--- src/rtl/core/ptd_pkg.sv ---
// Shared widths, constants and item types of the point-to-triangle distance block.
// No dependencies; every other file of the block imports this package.
package ptd_pkg;

	localparam int FIELD_BITS  = 63;
	localparam int COORD_BITS  = 21;
	localparam int AXES        = 3;
	localparam int NUM_EDGES   = 3;
	localparam int DIFF_BITS   = COORD_BITS + 1;
	localparam int PROD_BITS   = 2 * DIFF_BITS;
	localparam int DOT_BITS    = PROD_BITS + 2;
	localparam int SQ_BITS     = 2 * DIFF_BITS;
	localparam int CROSS_BITS  = 2 * DIFF_BITS - 1;
	localparam int HALF_BITS   = (CROSS_BITS + 1) / 2;
	localparam int HIGH_BITS   = CROSS_BITS - HALF_BITS;
	localparam int CSQ_BITS    = 2 * CROSS_BITS;
	localparam int NUM_BITS    = CSQ_BITS + 2;
	localparam int DIST_BITS   = 23;
	localparam int ROOT_BITS   = (NUM_BITS > 2 * DIST_BITS + SQ_BITS) ?
		NUM_BITS : 2 * DIST_BITS + SQ_BITS;
	localparam int NPROD_BITS  = DIFF_BITS + COORD_BITS;
	localparam int PLANE_BITS  = NPROD_BITS + 2;
	localparam int NORM_FRAC   = COORD_BITS - 2;
	localparam int QPTR_BITS   = 2;
	localparam int QUEUE_DEPTH = 1 << QPTR_BITS;

	localparam logic [DIST_BITS-1:0] DIST_MAX = '1;

	typedef logic signed [COORD_BITS-1:0] coord_t;
	typedef logic signed [DIFF_BITS-1:0]  diff_t;

	// One edge as the back end needs it.
	typedef struct packed {
		logic                             use_line;
		logic [SQ_BITS-1:0]               uu;
		logic [SQ_BITS-1:0]               ep;
		logic [AXES-1:0][CROSS_BITS-1:0]  cx;
	} edge_work_t;

	// One classified item between the front and the back end.
	typedef struct packed {
		logic                             all_within;
		logic                             degen;
		logic [DIST_BITS-1:0]             plane;
		edge_work_t [NUM_EDGES-1:0]       edges;
	} work_t;

	// Flags that ride along the back end next to the root stages.
	typedef struct packed {
		logic                             all_within;
		logic                             degen;
		logic [DIST_BITS-1:0]             plane;
	} flags_t;

	// Running state of one restoring root-of-ratio evaluation.
	typedef struct packed {
		logic [NUM_BITS-1:0]              num;
		logic [SQ_BITS-1:0]               den;
		logic [ROOT_BITS-1:0]             s;
		logic [ROOT_BITS-1:0]             dd;
		logic [DIST_BITS-1:0]             d;
	} root_t;

endpackage

--- src/rtl/core/ptd_queue.sv ---
// Short item queue that decouples the front end from the back end.
// Depends on ptd_pkg for the item type and depth.
module ptd_queue import ptd_pkg::*; (
	input  logic  clk,
	input  logic  arst_n,
	input  logic  push_valid,
	output logic  push_ready,
	input  work_t push_data,
	output logic  pop_valid,
	input  logic  pop_ready,
	output work_t pop_data
);

	work_t                entries_q [QUEUE_DEPTH];
	logic [QPTR_BITS-1:0] wr_ptr_q, rd_ptr_q;
	logic [QPTR_BITS:0]   count_q;
	logic                 push, pop;

	assign push_ready = (count_q != (QPTR_BITS+1)'(QUEUE_DEPTH));
	assign pop_valid  = (count_q != '0);
	assign pop_data   = entries_q[rd_ptr_q];
	assign push       = push_valid && push_ready;
	assign pop        = pop_valid && pop_ready;

	always_ff @(posedge clk or negedge arst_n) begin
		if (!arst_n) begin
			wr_ptr_q <= '0;
			rd_ptr_q <= '0;
			count_q  <= '0;
		end else begin
			if (push)
				wr_ptr_q <= wr_ptr_q + 1'b1;
			if (pop)
				rd_ptr_q <= rd_ptr_q + 1'b1;
			if (push && !pop)
				count_q <= count_q + 1'b1;
			else if (pop && !push)
				count_q <= count_q - 1'b1;
		end
	end

	always_ff @(posedge clk) begin
		if (push)
			entries_q[wr_ptr_q] <= push_data;
	end

	a_push_grows: assert property (@(posedge clk) disable iff (!arst_n)
		push && !pop |=> count_q == $past(count_q) + 1'b1)
		else $error("queue count did not grow on push");

	a_pop_shrinks: assert property (@(posedge clk) disable iff (!arst_n)
		pop && !push |=> count_q == $past(count_q) - 1'b1)
		else $error("queue count did not shrink on pop");

endmodule

--- config.mk ---
export PLATFORM = sky130hd
export DESIGN_NAME = ptd_queue
export DESIGN_NICKNAME = d
export VERILOG_FILES = /design/src/rtl/core/ptd_pkg.sv /design/src/rtl/core/ptd_queue.sv
export SDC_FILE = /design/constraint.sdc
export NUM_CORES = 2
export LEC_CHECK = 0
export BUFFER_PORTS_ARGS = -buffer_cell sky130_fd_sc_hd__clkbuf_2
export CAP_MARGIN = 25
export CORE_AREA = 2 2 529 531
export DETAILED_ROUTE_END_ITERATION = 10
export DIE_AREA = 0 0 531 533
export SYNTH_ARGS = -nofsm -noshare
export SYNTH_HDL_FRONTEND = slang
export SYNTH_SLANG_ARGS = --single-unit
export TNS_END_PERCENT = 20
--- constraint.sdc ---
create_clock -name clk -period 19.6 [get_ports clk]
set_input_delay 3.92 -clock clk [delete_from_list [all_inputs] [get_ports clk]]
set_output_delay 3.92 -clock clk [all_outputs]
set_load 0.02 [all_outputs]
==> flow_summary.yaml <==
timing:
  max_slew.worst_pin.slew_ns: 1.25
  relative_slew_margins_pct: 16.7
  final-max-slew-violation-count: 0
  finalCriticalPeriod_ns: 9.19
  finalSetupViolCount: 0
  final_min_period_over_clock_period_pct: 46.9
  maxClockFrequency_mhz: 109
  finalWorstSetupSlack_ns: 10.41
  final_hold_viol_count: 0
  unrepaired_setup_endpoints_after_global_routing: "no"
  clock_skew_ns: 0.0429
grt:
  initial_antenna_violation_count: 103
  grt_first_pass_wirelength_mm: 347
  gr-total-overflow: 0
  total_routing_usage_gr_pct: 17.0
  grt_start_max_net_pins: 143
  grt_pass1_vias: 47000
die:
  die_height_um: 533
  floorplan.initialDensity_pct: 35.3
  fp.dieW_um: 531
  row_count: 194
  fp.coreArea_sq_um: 278000
  design.die.area_sq_um: 283000
  floorplan.io_pins: 1364
power_and_ir_drop:
  combinationalPowerShare_pct: 32.6
  p_sw_w: 0.00655
  total_leakage_power_nw: 39.8
  share_clk_of_total_power_pct: 26.5
  power_switching_share_pct: 33.7
  sequentialPowerShare_pct: 41.0
  vdd.ir_drop.worst_uv: 152
  internal-power_w: 0.0129
  power_density_nw_per_um2: 164
critical_path:
  crit_chain: "buf_4 > buf_4 > buf_12 > mux4_2 > clkbuf_2"
  worstReg2RegStart: "count_q[0]"
  setup_slack_of_the_worst_register_to_register_path_ns: 14.72
  r2r-end: "entries_q[1][228]"
  critical_path_required_ns: 15.68
  timing.critical_path.slowest_stage_cell: "dfrtp_4"
  crit_family: "buffers and inverters"
  crit_arrival_ns: 5.27
  start_kind: "register"
  crit_path_kind: "reg -> out"
  critical_path.max_fanout: 142
  crit_top_cell: "buf_4"
  slowest_delay_ns: 1.06
  worst-path-buf-inv: 4
  timing.reg2reg.worst_path_depth: 7
  end_kind: "output port"
synth:
  sequential_share_of_the_synthesized_area_pct: 83.3
  combinational_family_with_the_most_area_after_synthesis: "multiplexers"
  post_synthesis_net_count: 4271
  netlist_area_sq_um: 98100
  synthAdderAreaFrac_pct: 0.0842
  synthesis.area_per_instance_sq_um: 27.4
  compound_gate_fraction_of_synth_area_pct: 0.00766
  synth_mux_area_share_pct: 15.6
  synthXorXnorAreaFrac_pct: 0.0536
  yosysWarningCount: 0
  ys_seq_elements: 2723
  post_syn_instances: 3582
  yosysUniqueCellTypes: 20
  yosys.area_share.simple_pct: 0.0523
placement:
  final_wtd_congestion: 0.811
  placement.io_buffers: 1363
  dp_hpwl_mm: 165
  pre_cts_slack_ns: 11.03
  area_after_detailed_placement_sq_um: 109000
worst_hold_path:
  worstHoldPathType: "reg -> reg"
  holdPathEnd: "count_q[2]"
  hold_depth: 1
  min-delay-start: "count_q[2]"
outcome:
  outcome: "complete, no violations"
cts:
  postCtsHoldBufs: 0
  cts_repair_resize_count: 0
  clkTransAtPathRegs_ns: 0.06
  cts.sinks: 2723
  cts_inserted_buffers: 289
  tritoncts: "done"
  ctsLongestPathBuffers: 4
  htree_levels: 5
  postCtsSetupBuffers: 0
  clock_tree.root_cell: "clkbuf_16"
  clock_latency_ns: 0.85
layout:
  layout_common_cells: "2,716 x edfxtp_1, 1,363 x clkbuf_2, 679 x mux4_2, 295 x clkbuf_16, 62 x clkinv_1"
  layout-drive-gt1-share_pct: 46.6
  postLayoutCellArea_sq_um: 119000
  filler_cell_count: 23700
  area_growth_pct: 20.8
  multi_input_comb_area_sq_um: 15500
  final_common_cell: "edfxtp_1"
  final_util_pct: 42.6
  nets: 5828
  area.sequential_sq_um: 81700
routing:
  via_count: 45500
  detailedRoute.firstPassIterationCount: 5
  totalWireLength_mm: 248
  vias_per_cell: 4.98
  drt_drc_violations_left: 0
  detailedRoute.firstIterationViolations: 3334
  avgRoutedWirePerCell_um: 27.2
  drtAntennaViolNets: 0
flow_run:
  drv.max_cap_violation_count: 0
[synth_stat cells]
| cell | count | area (sq um) |
|---|---|---|
| a21boi_1 | 1 | 7.51 |
| and2_1 | 4 | 25.0 |
| buf_1 | 35 | 131 |
| buf_2 | 76 | 380 |
| buf_4 | 18 | 135 |
| buf_6 | 11 | 124 |
| clkbuf_1 | 12 | 45.0 |
| dfrtp_1 | 7 | 175 |
| edfxtp_1 | 2716 | 81600 |
| fa_1 | 1 | 20.0 |
| ha_1 | 5 | 62.6 |
| inv_1 | 3 | 11.3 |
| mux2_2 | 2 | 22.5 |
| mux4_2 | 679 | 15300 |
| nand2_1 | 2 | 7.51 |
| nand3_1 | 1 | 5.00 |
| nor2_1 | 2 | 7.51 |
| or3_1 | 1 | 6.26 |
| xnor2_1 | 4 | 35.0 |
| xor2_1 | 2 | 17.5 |
[worst max path at each step]
stage                           start                 to  slack (ns)  depth (start not counted)
final                     rd_ptr_q[1]      pop_data[351]       10.41                          5
after global routing      rd_ptr_q[0]      pop_data[351]        9.93                          5
after CTS                 rd_ptr_q[0]      pop_data[285]       10.07                          5
after detailed placement  rd_ptr_q[0]      pop_data[285]       11.03                          5
after global placement     push_valid  entries_q[1][201]       10.50                          7
after floorplan            push_valid    entries_q[3][0]       -1.14                          2
[kinds of logic (layout without fill, tap and decap cells)]
logic type               Yosys count  count (layout)
AND/OR/NAND/NOR                   10              10
other                              0              50
multiplexers                     681             681
adder cells (fa/ha/maj)            6               6
XOR/XNOR                           6               6
flip-flops                      2723            2723
AO/OA/AOI/OAI                      1               1
buffers and inverters            155            1932
[power groups by stage]
stage | clock network [W] | registers (W) | logic [W]
after floorplan | 0 | 0.00878 | 0.00405
after global placement | 0 | 0.00802 | 0.00647
after detailed placement | 0 | 0.00809 | 0.00646
after CTS | 0.00526 | 0.00797 | 0.00647
after global routing | 0.00548 | 0.00804 | 0.00670
final | 0.00514 | 0.00795 | 0.00633
[state kept, by name (all words and copies together) (netlist names)]
name	flops
count_q	3
entries_q	2716
rd_ptr_q	2
wr_ptr_q	2
[through the flow]
stage               hold WS (ns)  power (W)  setup TNS (ns)  instances
floorplan                  0.475     0.0128        -2322.40       3582
global placement           0.524     0.0145               0       8567
detailed placement         0.546     0.0145               0       8570
CTS                        0.557     0.0197               0       9081
global route               0.579     0.0202               0       9099
finish                     0.552     0.0194               0       9133
[routing by layer]
layer / track usage (%) / wire, um
met1: 20.3 / 91900
met2: 27.8 / 121000
met3: 7.26 / 27400
met4: 5.30 / 7600
met5: 0 / 510
[cell type report]
| type | count | area share [%] |
|---|---|---|
| Antenna cell | 50 | 0.106 |
| Clock buffer | 354 | 6.42 |
| Clock inverter | 157 | 1.07 |
| Inverter | 3 | 0.00950 |
| Multi-Input combinational cell | 704 | 13.1 |
| Sequential cell | 2723 | 69.0 |
| Tap cell | 3724 | 3.93 |
| Timing Repair Buffer | 1418 | 6.40 |
No activity file was read; power rests on OpenSTA's default activity.
